===== config.mk =====
export PLATFORM = sky130hd
export DESIGN_NAME = esc_steer_mapper_with_brake_top
export DESIGN_NICKNAME = d
export VERILOG_FILES = /design/src/rtl/escsm_pkg.sv /design/src/rtl/escsm_csr.sv /design/src/rtl/escsm_core.sv /design/src/rtl/esc_steer_mapper_with_brake_top.sv
export SDC_FILE = /design/constraint.sdc
export NUM_CORES = 1
export LEC_CHECK = 0
export BUFFER_PORTS_ARGS = -buffer_cell sky130_fd_sc_hd__buf_2
export CORE_MARGIN = 10
export CORE_UTILIZATION = 57
export CTS_BUF_LIST = sky130_fd_sc_hd__clkbuf_4 sky130_fd_sc_hd__clkbuf_8 sky130_fd_sc_hd__clkbuf_16
export CTS_CLUSTER_SIZE = 14
export DETAILED_ROUTE_END_ITERATION = 10
export PLACE_DENSITY = 0.82
export SYNTH_ARGS = -nofsm -noshare
export SYNTH_HDL_FRONTEND = slang
export SYNTH_SLANG_ARGS = --single-unit

===== constraint.sdc =====
create_clock -name clock -period 17.6 [get_ports clock]
set_input_delay 1.76 -clock clock [delete_from_list [all_inputs] [get_ports clock]]
set_output_delay 1.76 -clock clock [all_outputs]
set_load 0.02 [all_outputs]

===== src/rtl/escsm_pkg.sv =====
// Package with the item types, register codes and constants of the ESC steering mapper.
`default_nettype none

package escsm_pkg;

   // Brake sequencer modes.
   localparam logic [1:0] MODE_DIRECT = 2'd0;
   localparam logic [1:0] MODE_BRAKE  = 2'd1;
   localparam logic [1:0] MODE_HOLD   = 2'd2;

   // Configuration register indexes.
   localparam int unsigned CSR_INDEX_W = 3;
   localparam int unsigned CSR_DATA_W  = 16;
   localparam logic [CSR_INDEX_W-1:0] CSR_FWD_THRESHOLD = 3'd0;
   localparam logic [CSR_INDEX_W-1:0] CSR_BRAKE_TRIGGER = 3'd1;
   localparam logic [CSR_INDEX_W-1:0] CSR_BRAKE_DUR     = 3'd2;
   localparam logic [CSR_INDEX_W-1:0] CSR_HOLD_DUR      = 3'd3;
   localparam logic [CSR_INDEX_W-1:0] CSR_STEER_DB      = 3'd4;
   localparam logic [CSR_INDEX_W-1:0] CSR_ESC_DB        = 3'd5;
   localparam logic [CSR_INDEX_W-1:0] CSR_BRAKE_PULSE   = 3'd6;

   // Register reset values.
   localparam logic signed [8:0] RST_FWD_THRESHOLD = 9'sd60;
   localparam logic signed [8:0] RST_BRAKE_TRIGGER = -9'sd20;
   localparam logic [15:0]       RST_BRAKE_DUR     = 16'd250;
   localparam logic [15:0]       RST_HOLD_DUR      = 16'd200;
   localparam logic [8:0]        RST_STEER_DB      = 9'd10;
   localparam logic [8:0]        RST_ESC_DB        = 9'd20;
   localparam logic [10:0]       RST_BRAKE_PULSE   = 11'd1000;

   // Pulse widths in microseconds.
   localparam logic [10:0] PULSE_MIN = 11'd1000;
   localparam logic [10:0] PULSE_MID = 11'd1500;
   localparam logic [10:0] PULSE_MAX = 11'd2000;

   // Input item.
   typedef struct packed {
      logic signed [8:0] throttle;
      logic [7:0]        steer;
      logic [31:0]       now_ms;
   } req_type;

   // Result item.
   typedef struct packed {
      logic [10:0] steer_pulse_us;
      logic [10:0] esc_pulse_us;
      logic [1:0]  brake_mode;
   } rsp_type;

   // Configuration seen by the datapath.
   typedef struct packed {
      logic signed [8:0] forward_active_threshold;
      logic signed [8:0] brake_trigger_level;
      logic [15:0]       brake_duration_ms;
      logic [15:0]       neutral_hold_ms;
      logic [8:0]        steer_deadband_us;
      logic [8:0]        esc_deadband_us;
      logic [10:0]       brake_esc_us;
   } cfg_type;

endpackage

`default_nettype wire


===== src/rtl/escsm_csr.sv =====
// Configuration register file of the ESC steering mapper.
`default_nettype none

module escsm_csr (
   input  wire logic                                  clock,
   input  wire logic                                  reset,
   input  wire logic                                  csr_valid,
   input  wire logic [escsm_pkg::CSR_INDEX_W-1:0]     csr_index,
   input  wire logic [escsm_pkg::CSR_DATA_W-1:0]      csr_wdata,
   output escsm_pkg::cfg_type                         cfg
);

   escsm_pkg::cfg_type cfg_ff;
   escsm_pkg::cfg_type cfg_in;

   // Decode a write into the addressed field; unknown indexes are ignored.
   always_comb begin
      cfg_in = cfg_ff;
      if (csr_valid) begin
         case (csr_index)
            escsm_pkg::CSR_FWD_THRESHOLD: cfg_in.forward_active_threshold = csr_wdata[8:0];
            escsm_pkg::CSR_BRAKE_TRIGGER: cfg_in.brake_trigger_level      = csr_wdata[8:0];
            escsm_pkg::CSR_BRAKE_DUR:     cfg_in.brake_duration_ms        = csr_wdata[15:0];
            escsm_pkg::CSR_HOLD_DUR:      cfg_in.neutral_hold_ms          = csr_wdata[15:0];
            escsm_pkg::CSR_STEER_DB:      cfg_in.steer_deadband_us        = csr_wdata[8:0];
            escsm_pkg::CSR_ESC_DB:        cfg_in.esc_deadband_us          = csr_wdata[8:0];
            escsm_pkg::CSR_BRAKE_PULSE:   cfg_in.brake_esc_us             = csr_wdata[10:0];
            default: cfg_in = cfg_ff;
         endcase
      end
   end

   // Registers with their documented reset values.
   always_ff @(posedge clock) begin
      if (reset) begin
         cfg_ff.forward_active_threshold <= escsm_pkg::RST_FWD_THRESHOLD;
         cfg_ff.brake_trigger_level      <= escsm_pkg::RST_BRAKE_TRIGGER;
         cfg_ff.brake_duration_ms        <= escsm_pkg::RST_BRAKE_DUR;
         cfg_ff.neutral_hold_ms          <= escsm_pkg::RST_HOLD_DUR;
         cfg_ff.steer_deadband_us        <= escsm_pkg::RST_STEER_DB;
         cfg_ff.esc_deadband_us          <= escsm_pkg::RST_ESC_DB;
         cfg_ff.brake_esc_us             <= escsm_pkg::RST_BRAKE_PULSE;
      end else begin
         cfg_ff <= cfg_in;
      end
   end

   assign cfg = cfg_ff;

endmodule

`default_nettype wire


===== src/rtl/escsm_core.sv =====
// Pulse mapping datapath and brake sequencer state of the ESC steering mapper.
`default_nettype none

module escsm_core (
   input  wire logic                clock,
   input  wire logic                reset,
   input  wire logic                advance,
   input  wire escsm_pkg::req_type  item,
   input  wire escsm_pkg::cfg_type  cfg,
   output escsm_pkg::rsp_type       result
);

   // Reciprocals: x / 9 as (x * 116509) >> 20 for x below 2^14,
   // and x / 51 as (x * 41121) >> 21 for x below 2^15.
   localparam logic [16:0] RECIP_9  = 17'd116509;
   localparam logic [16:0] RECIP_51 = 17'd41121;

   logic [1:0]        mode_ff;
   logic [1:0]        mode_in;
   logic [31:0]       deadline_ff;
   logic [31:0]       deadline_in;
   logic signed [8:0] last_thr_ff;
   logic signed [8:0] last_thr_in;

   logic signed [8:0] thr;
   logic [13:0]       steer_x50;
   logic [30:0]       steer_prod;
   logic [10:0]       steer_q;
   logic [11:0]       steer_raw;
   logic [10:0]       steer_clamped;
   logic [10:0]       steer_us;
   logic [7:0]        thr_mag;
   logic [14:0]       thr_x100;
   logic [31:0]       thr_prod;
   logic [8:0]        thr_q;
   logic [10:0]       esc_mapped;
   logic [10:0]       esc_snapped;
   logic [10:0]       esc_us;
   logic              done;

   // True when a pulse lies within the deadband of the centre value.
   function automatic logic near_centre(input logic [10:0] v, input logic [8:0] db);
      logic [10:0] gap;
      gap = (v >= escsm_pkg::PULSE_MID) ? (v - escsm_pkg::PULSE_MID)
                                        : (escsm_pkg::PULSE_MID - v);
      return gap <= {2'b00, db};
   endfunction

   assign thr = item.throttle;

   // Steering: steer * 1000 / 180 + 1000, clamped at the top, then snapped.
   always_comb begin
      steer_x50     = 14'(item.steer) * 14'd50;
      steer_prod    = 31'(steer_x50) * 31'(RECIP_9);
      steer_q       = steer_prod[30:20];
      steer_raw     = 12'(steer_q) + 12'(escsm_pkg::PULSE_MIN);
      steer_clamped = (steer_raw > 12'(escsm_pkg::PULSE_MAX)) ? escsm_pkg::PULSE_MAX
                                                              : steer_raw[10:0];
      steer_us      = near_centre(steer_clamped, cfg.steer_deadband_us) ? escsm_pkg::PULSE_MID
                                                                        : steer_clamped;
   end

   // Throttle: each half maps onto 500 us; the most negative code counts as -255.
   always_comb begin
      if (!thr[8]) begin
         thr_mag = thr[7:0];
      end else if (thr[7:0] == 8'd0) begin
         thr_mag = 8'd0;
      end else begin
         thr_mag = thr[7:0] - 8'd1;
      end
      thr_x100    = 15'(thr_mag) * 15'd100;
      thr_prod    = 32'(thr_x100) * 32'(RECIP_51);
      thr_q       = thr_prod[29:21];
      esc_mapped  = (thr[8] ? escsm_pkg::PULSE_MIN : escsm_pkg::PULSE_MID) + 11'(thr_q);
      esc_snapped = near_centre(esc_mapped, cfg.esc_deadband_us) ? escsm_pkg::PULSE_MID
                                                                 : esc_mapped;
   end

   // Brake sequencer: running phases first, then direct mode with brake detection.
   always_comb begin
      mode_in     = mode_ff;
      deadline_in = deadline_ff;
      last_thr_in = last_thr_ff;
      esc_us      = escsm_pkg::PULSE_MID;
      done        = 1'b0;
      if (mode_ff != escsm_pkg::MODE_DIRECT) begin
         if (item.now_ms < deadline_ff) begin
            esc_us = (mode_ff == escsm_pkg::MODE_BRAKE) ? cfg.brake_esc_us
                                                        : escsm_pkg::PULSE_MID;
            done   = 1'b1;
         end else if (mode_ff == escsm_pkg::MODE_BRAKE) begin
            mode_in     = escsm_pkg::MODE_HOLD;
            deadline_in = item.now_ms + 32'(cfg.neutral_hold_ms);
            done        = 1'b1;
         end else begin
            mode_in = escsm_pkg::MODE_DIRECT;
         end
      end
      if (!done) begin
         if (last_thr_ff > cfg.forward_active_threshold && thr < cfg.brake_trigger_level) begin
            mode_in     = escsm_pkg::MODE_BRAKE;
            deadline_in = item.now_ms + 32'(cfg.brake_duration_ms);
            esc_us      = cfg.brake_esc_us;
         end else begin
            esc_us = esc_snapped;
         end
         last_thr_in = thr;
      end
   end

   // Sequencer state moves on only when the item passes to the result register.
   always_ff @(posedge clock) begin
      if (reset) begin
         mode_ff     <= escsm_pkg::MODE_DIRECT;
         deadline_ff <= 32'd0;
         last_thr_ff <= 9'sd0;
      end else if (advance) begin
         mode_ff     <= mode_in;
         deadline_ff <= deadline_in;
         last_thr_ff <= last_thr_in;
      end
   end

   assign result.steer_pulse_us = steer_us;
   assign result.esc_pulse_us   = esc_us;
   assign result.brake_mode     = mode_in;

endmodule

`default_nettype wire


===== src/rtl/esc_steer_mapper_with_brake_top.sv =====
// Top level of the RC steering and ESC pulse mapper with brake sequencer.
//
// Usage:
//   Input items (throttle, steer, now_ms) arrive on req_valid / req_data and are
//   taken at a clock edge where req_valid is high and req_stall is low. Each item
//   gives exactly one result item (steer_pulse_us, esc_pulse_us, brake_mode) on
//   rsp_valid / rsp_data, taken where rsp_valid is high and rsp_stall is low.
//   An item taken at one edge sits in the input register, passes through the
//   mapping and sequencer logic into the result register at the first edge where
//   that register is empty or being read out, and is shown on rsp_valid from then
//   on. Throughput is one item per cycle while the receiver keeps rsp_stall low.
//   When rsp_stall is high the result register holds its item; one further item
//   waits in the input register, and req_stall rises only once both are full.
//   Registers are written over csr_valid / csr_index / csr_wdata; csr_ready is
//   always high and a write takes effect on the following cycle. The user must
//   make writes only while no item is in flight; the block does not enforce this.
//   Synchronous reset empties both registers, returns the sequencer to direct
//   mode with a zero deadline and zero last throttle, and restores the
//   register defaults.
`default_nettype none

module esc_steer_mapper_with_brake_top (
   input  wire logic                              clock,
   input  wire logic                              reset,
   input  wire logic                              req_valid,
   output logic                                   req_stall,
   input  wire escsm_pkg::req_type                req_data,
   output logic                                   rsp_valid,
   input  wire logic                              rsp_stall,
   output escsm_pkg::rsp_type                     rsp_data,
   input  wire logic                              csr_valid,
   output logic                                   csr_ready,
   input  wire logic [escsm_pkg::CSR_INDEX_W-1:0] csr_index,
   input  wire logic [escsm_pkg::CSR_DATA_W-1:0]  csr_wdata
);

   logic               in_valid_ff;
   logic               in_valid_in;
   escsm_pkg::req_type in_item_ff;
   logic               out_valid_ff;
   logic               out_valid_in;
   escsm_pkg::rsp_type out_item_ff;
   escsm_pkg::rsp_type core_result;
   escsm_pkg::cfg_type cfg;
   logic               out_free;
   logic               advance;
   logic               accept;

   // Pipeline flow control.
   assign out_free     = !out_valid_ff || !rsp_stall;
   assign advance      = in_valid_ff && out_free;
   assign req_stall    = in_valid_ff && !out_free;
   assign accept       = req_valid && !req_stall;
   assign in_valid_in  = (in_valid_ff && !advance) || accept;
   assign out_valid_in = advance || (out_valid_ff && rsp_stall);

   // Valid flags.
   always_ff @(posedge clock) begin
      if (reset) begin
         in_valid_ff  <= 1'b0;
         out_valid_ff <= 1'b0;
      end else begin
         in_valid_ff  <= in_valid_in;
         out_valid_ff <= out_valid_in;
      end
   end

   // Payload registers.
   always_ff @(posedge clock) begin
      if (accept) begin
         in_item_ff <= req_data;
      end
      if (advance) begin
         out_item_ff <= core_result;
      end
   end

   // Configuration registers.
   escsm_csr u_csr (
      .clock     (clock),
      .reset     (reset),
      .csr_valid (csr_valid),
      .csr_index (csr_index),
      .csr_wdata (csr_wdata),
      .cfg       (cfg)
   );

   // Mapping datapath and sequencer.
   escsm_core u_core (
      .clock   (clock),
      .reset   (reset),
      .advance (advance),
      .item    (in_item_ff),
      .cfg     (cfg),
      .result  (core_result)
   );

   assign rsp_valid = out_valid_ff;
   assign rsp_data  = out_item_ff;
   assign csr_ready = 1'b1;

endmodule

`default_nettype wire


# Word level (Yosys, flattened, before mapping)

Index checks and enable logic that the tools add are counted.

Bits of input ports: 73
Logic and storage cells: 97
Output and inout bits: 27
Register bits after elaboration: 197

Multiply operators: 4
Reduce and logical (&&, ||, !) cells: 25
Add/subtract/negate cells: 9
Bitwise logic cells: 1
Order comparisons: 8
Equality and inequality tests: 7
Multiplexer cells: 25

Operator list:

| kind                                                                    | count |
|---|---|
| 32-bit two-way mux                                                      | 5 |
| 11-bit two-way mux                                                      | 10 |
| 32-bit by 16-bit adder with 32-bit output                               | 2 |
| 32-bit < comparator                                                     | 1 |
| 13-bit by 17-bit multiplier with 30-bit output (second input constant)  | 1 |
| 13-bit by 16-bit multiplier with 28-bit output (second input constant)  | 1 |
| 8-bit by 5-bit multiplier with 13-bit output (second input constant)    | 2 |
| 11-bit greater-or-equal comparator (second input constant)              | 2 |
| 11-bit by 9-bit <= comparator with 1-bit output                         | 2 |
| 11-bit subtractor (first input constant)                                | 2 |
| 11-bit subtractor (second input constant)                               | 2 |
| 8-bit two-way mux                                                       | 2 |
| 2-bit AND reduction                                                     | 8 |
| 11-bit by 10-bit adder with 12-bit output (second input constant)       | 1 |
| 12-bit by 11-bit > comparator with 1-bit output (second input constant) | 1 |
| 11-bit by 9-bit adder with 11-bit output                                | 1 |
| 2-bit two-way mux                                                       | 5 |
| 3-bit equality test (second input constant)                             | 3 |
| 9-bit > comparator                                                      | 1 |
| 9-bit < comparator                                                      | 1 |
| 8-bit zero test                                                         | 1 |
| 8-bit by 1-bit subtractor with 8-bit output (second input constant)     | 1 |
| 3-bit by 2-bit equality test with 1-bit output (second input constant)  | 2 |
| 1-bit logical AND                                                       | 6 |
| other kinds (8)                                                         | 16 |

# Longest topological paths before layout

Depth in word-level cells: 12
Gate-level depth with buffers: 60

# Hierarchy

A second synthesis with hierarchy kept.

Cell total of the unflattened synthesis: 2,126
Area total of the unflattened synthesis: 19,593.8 um2

Modules (own cells, without submodules):

| module                          | times used | seq. area each (um2) | cells each | area each (um2) |
|---|---|---|---|---|
| escsm_core                      | 1          | 860.8                | 1,745      | 14,117.3 |
| escsm_csr                       | 1          | 1,581.5              | 296        | 3,186.8 |
| esc_steer_mapper_with_brake_top | 1          | 2,232.1              | 85         | 2,289.7 |

# Worst setup path before layout

OpenSTA, ideal clock, no wires.

Kind: register to register
Start point: register in_item_ff[40] (netlist bit)
End point: register out_item_ff, in the netlist rsp_data[3] (data pin)
Buffers on the path: 1
Cell stages (with the launch flop): 58
Setup slack: 5.144 ns
Library setup time: 0.256 ns
Data arrival time: 12.200 ns
Path through: edfxtp_1 inv_1 ha_1 nor4bb_4 and2_4 buf_6 a211oi_1 ha_1 ha_1 ha_1 inv_1 fa_1 inv_1 a21oi_1 o21bai_1 a21oi_1 nor2_1 nor2_1 [22 not listed] o311a_1 o31a_1 a211o_1 a21oi_4 mux2_2 ha_1 nor2b_1 o21a_1 o21ai_0 nand2b_1 a21oi_1 o21ai_0 a211oi_1 nor3b_1 nor3b_1 and4_1 nor2_2 a22o_1

RTL lines:

| element                | line                                  | text |
|---|---|---|
| start, declared        | esc_steer_mapper_with_brake_top.sv:39 | `escsm_pkg::req_type in_item_ff;` |
| start signal, assigned | esc_steer_mapper_with_brake_top.sv:71 | `in_item_ff <= req_data;` |
| end signal, assigned   | esc_steer_mapper_with_brake_top.sv:74 | `out_item_ff <= core_result;` |
| end, declared          | esc_steer_mapper_with_brake_top.sv:42 | `escsm_pkg::rsp_type out_item_ff;` |

# Worst setup path in the final report

Start point: register in_item_ff[33] (netlist bit)
End point: register out_item_ff, in the netlist rsp_data[18] (data pin)

Longest elaborated chain between the ends: 8

RTL lines:

| element                                           | line             | text |
|---|---|---|
| 8-bit by 5-bit multiplier with 13-bit output *    | escsm_core.sv:53 | `steer_x50 = 14'(item.steer) * 14'd50;` |
| 13-bit by 17-bit multiplier with 30-bit output *  | escsm_core.sv:54 | `steer_prod = 31'(steer_x50) * 31'(RECIP_9);` |
| 11-bit by 10-bit adder with 12-bit output *       | escsm_core.sv:56 | `steer_raw = 12'(steer_q) + 12'(escsm_pkg::PULSE_MIN);` |
| 12-bit by 11-bit > comparator with 1-bit output   | escsm_core.sv:57 | `steer_clamped = (steer_raw > 12'(escsm_pkg::PULSE_MAX)) ? escsm_pkg::PULSE_MAX` |
| 11-bit two-way mux *                              | escsm_core.sv:57 |  |
| net u_core.steer_clamped[2]                       | escsm_core.sv:30 | `logic [10:0] steer_clamped;` |
| 11-bit subtractor (tied with other cells)         | escsm_core.sv:45 | `: (escsm_pkg::PULSE_MID - v);` |
| 11-bit two-way mux *                              | escsm_core.sv:44 | `gap = (v >= escsm_pkg::PULSE_MID) ? (v - escsm_pkg::PULSE_MID)` |
| 11-bit by 9-bit <= comparator with 1-bit output * | escsm_core.sv:46 | `return gap <= {2'b00, db};` |

The timed path passes the listed nets; every way through them passes the cells marked *.
A chain may end at the register's enable or synchronous reset.

==> results.cfg <==
[logic_synthesis]
synth_top_area_share_pct = 21.3
synth_top_family_by_area = adder cells
synth_edf_count = 73
synth.distinct_cells = 96
syn_area_per_cell_um2 = 8.83
synth_compound_area_share_pct = 17.1
synthTopCellsByArea = ha_1 21%, dfxtp_1 13%, edfxtp_1 12%, fa_1 8.8%, inv_1 6.3%
synth_mux_area_share_pct = 1.52
synth_fp_nets = 2603
async_flop_share_pct = 0
synthesis.area_um2 = 18800
synthAdderAreaFrac_pct = 30.1
synth-simple-area-share_pct = 14.7
synth-main-ff-cell = dfxtp_1
ys_seq_area_share_pct = 24.9
yosys.area_share.xor_xnor_pct = 4.14
yosys.area.top_type = ha_1
ys_seq_elements = 197
yosysWarningCount = 0
synthCells = 2128

[final_layout]
syn2layout_area_growth_pct = 8.17
fillers = 2781
fin_util_pct = 62.4
drive_above_1_share_pct = 8.34
multi_input_area_um2 = 12700
seq_area_um2 = 4670
finalNetCount = 2679

[timing]
fmax_mhz = 69.4
slew_viol_final = 0
layout_min_cycle_time_ns = 14.40
setup-tns-final_ns = 0
hold_viol = 0
rsz0062_at_grt = false
relSlewSlack_pct = 14.3
finalSetupViolCount = 0
tightestPinTransition_ns = 1.27
finalCritPeriodShare_pct = 81.8
clock_skew_ns = 0.0195

[routing]
vias = 15694
post_drt_wl_per_cell_um = 17.6
drt_first_pass_iters = 6
wirelength_um = 46800
viasPerCell = 5.90
drt_iter0_drc = 1243
drc = 0
postRouteAntennaNets = 0

[global_routing]
track_usage_pct = 22.8
grt_pass1_wl_um = 77700
grt_pass1_vias = 15771
grt_max_degree = 115
antenna_found_initial = 2
grt-ovfl-total = 0

[cts]
clockBufferDepth = 2
clk_latency_ns = 0.44
cts_tree = built
htreeDepth = 4
cts_buffers = 17
cts_sinks = 197
clk_pin_slew_ns = 0.08
clock-root-buffer = clkbuf_16
cts_hold_buf = 0
post-cts-setup-buffer-count = 0
cts_resized = 0

[min_path]
hold_path_class = flip-flop to flip-flop

[floorplan]
fp.coreArea_um2 = 32500
dieArea_um2 = 40600
row_count = 66
die_w_um = 202
die_h_um = 202
initial_core_util_pct = 57.7
pin_count = 100

[placement]
dp_hpwl_um = 37100
place_congestion = 0.946
io_buffers = 98

[worst_setup_path]
cp-start-kind = flip-flop
critPathArrivalTime_ns = 14.60
crit_top_cell = ha_1
required_ns = 17.79
criticalPathCategory = flip-flop to flip-flop
critPathCaptureType = flip-flop
path_delay_family = adder cells
critPathMaxFanout = 17
slowest_delay_ns = 0.79
cp_num_buf_inv = 2
cpMaxStageDelayCell = nor2_1

[run_status]
outcome = complete, no violations

[flow_run]
maxCapViolCount = 0
[state kept, by name, summed over array words and instances (netlist names)]
register / count
in_item_ff: 49
in_valid_ff: 1
rsp_data: 24
rsp_valid: 1
u_core.deadline_ff: 32
u_core.last_thr_ff: 9
u_core.mode_ff: 2
u_csr.cfg: 79
[layout by cell type (no fill, tap or decap), drive strengths merged, types with 16 or more instances in the layout]
master,n
o21ai,75
inv,323
a21o,33
nand2,221
dfxtp,124
buf,107
nand3,33
xor2,24
clkbuf,20
a211o,16
a31oi,18
a21oi,132
xnor2,64
mux2i,24
nand4,19
ha,319
edfxtp,73
nor2,138
fa,83
nor3,36
nand2b,16
nand3b,18
nor2b,23
a211oi,21
and3,16
[worst register-to-register path: cells and delay by family (launching register included)]
kind | cells | cell delay, ns
compound gates | 23 | 4.31
xor+xnor | 4 | 1.83
fa+ha+maj | 13 | 5.33
buf+inv | 2 | 0.19
flops | 1 | 0.50
simple gates | 7 | 2.02
[worst paths after layout]
check,startpoint,to,slack [ns],depth (start not counted)
hold reg to reg,u_csr.cfg[18]$_SDFFE_PP0P_,u_csr.cfg[18]$_SDFFE_PP0P_,0.46,2
setup reg to reg,in_item_ff[33]$_DFFE_PP_,rsp_data[18]$_SDFFCE_PP0P_,3.20,49
hold / removal,u_csr.cfg[18]$_SDFFE_PP0P_,u_csr.cfg[18]$_SDFFE_PP0P_,0.46,2
setup / recovery,in_item_ff[33]$_DFFE_PP_,rsp_data[18]$_SDFFCE_PP0P_,3.20,49
[Yosys cell counts (14+ instances only)]
cell,count
and3_1,16
fa_1,83
nor2_1,135
a21oi_1,130
nand2_1,221
a31oi_1,18
inv_1,315
edfxtp_1,73
mux2i_1,24
a211oi_1,19
xor2_1,23
o21ai_0,73
nand3_1,33
nor2b_1,23
clkbuf_1,43
nand4_1,19
nand2b_1,16
nor3_1,34
a211o_1,16
ha_1,319
o21a_1,14
xnor2_1,64
dfxtp_1,124
a21o_1,33
nand3b_1,18
[per-layer routing]
metal,wire [um],GRT usage [%]
met1,20900,29.8
met2,22000,38.2
met3,3030,3.92
met4,886,5.93
met5,0,0
[through the flow]
stage	instance area [um2]	setup slack, ns	instances	hold WS, ns
global placement	19700	3.67	2627	0.440
CTS	20300	3.31	2659	0.458
finish	20300	3.20	2661	0.459
detailed placement	19700	3.40	2627	0.448
global route	20300	2.25	2661	0.481
floorplan	18800	5.14	2128	0.432
[cell families after synthesis]
group / after synthesis
compound gates: 465
xor+xnor: 88
fa+ha+maj: 402
buf+inv: 367
flops: 197
mux: 28
other cells: 1
simple gates: 580
[final cells by class]
cell class	count	area share, %
clock inverter	12	0.647
clock buffer	20	2.41
multi-input combinational	1564	62.6
inverter	317	5.86
sequential	197	23.0
timing repair buffer	107	2.76
antenna	2	0.0246
tap	442	2.72
Power is left out: the tool's default activity adds up to more than one toggle a clock period on the data nets, which glitch-free logic cannot reach.
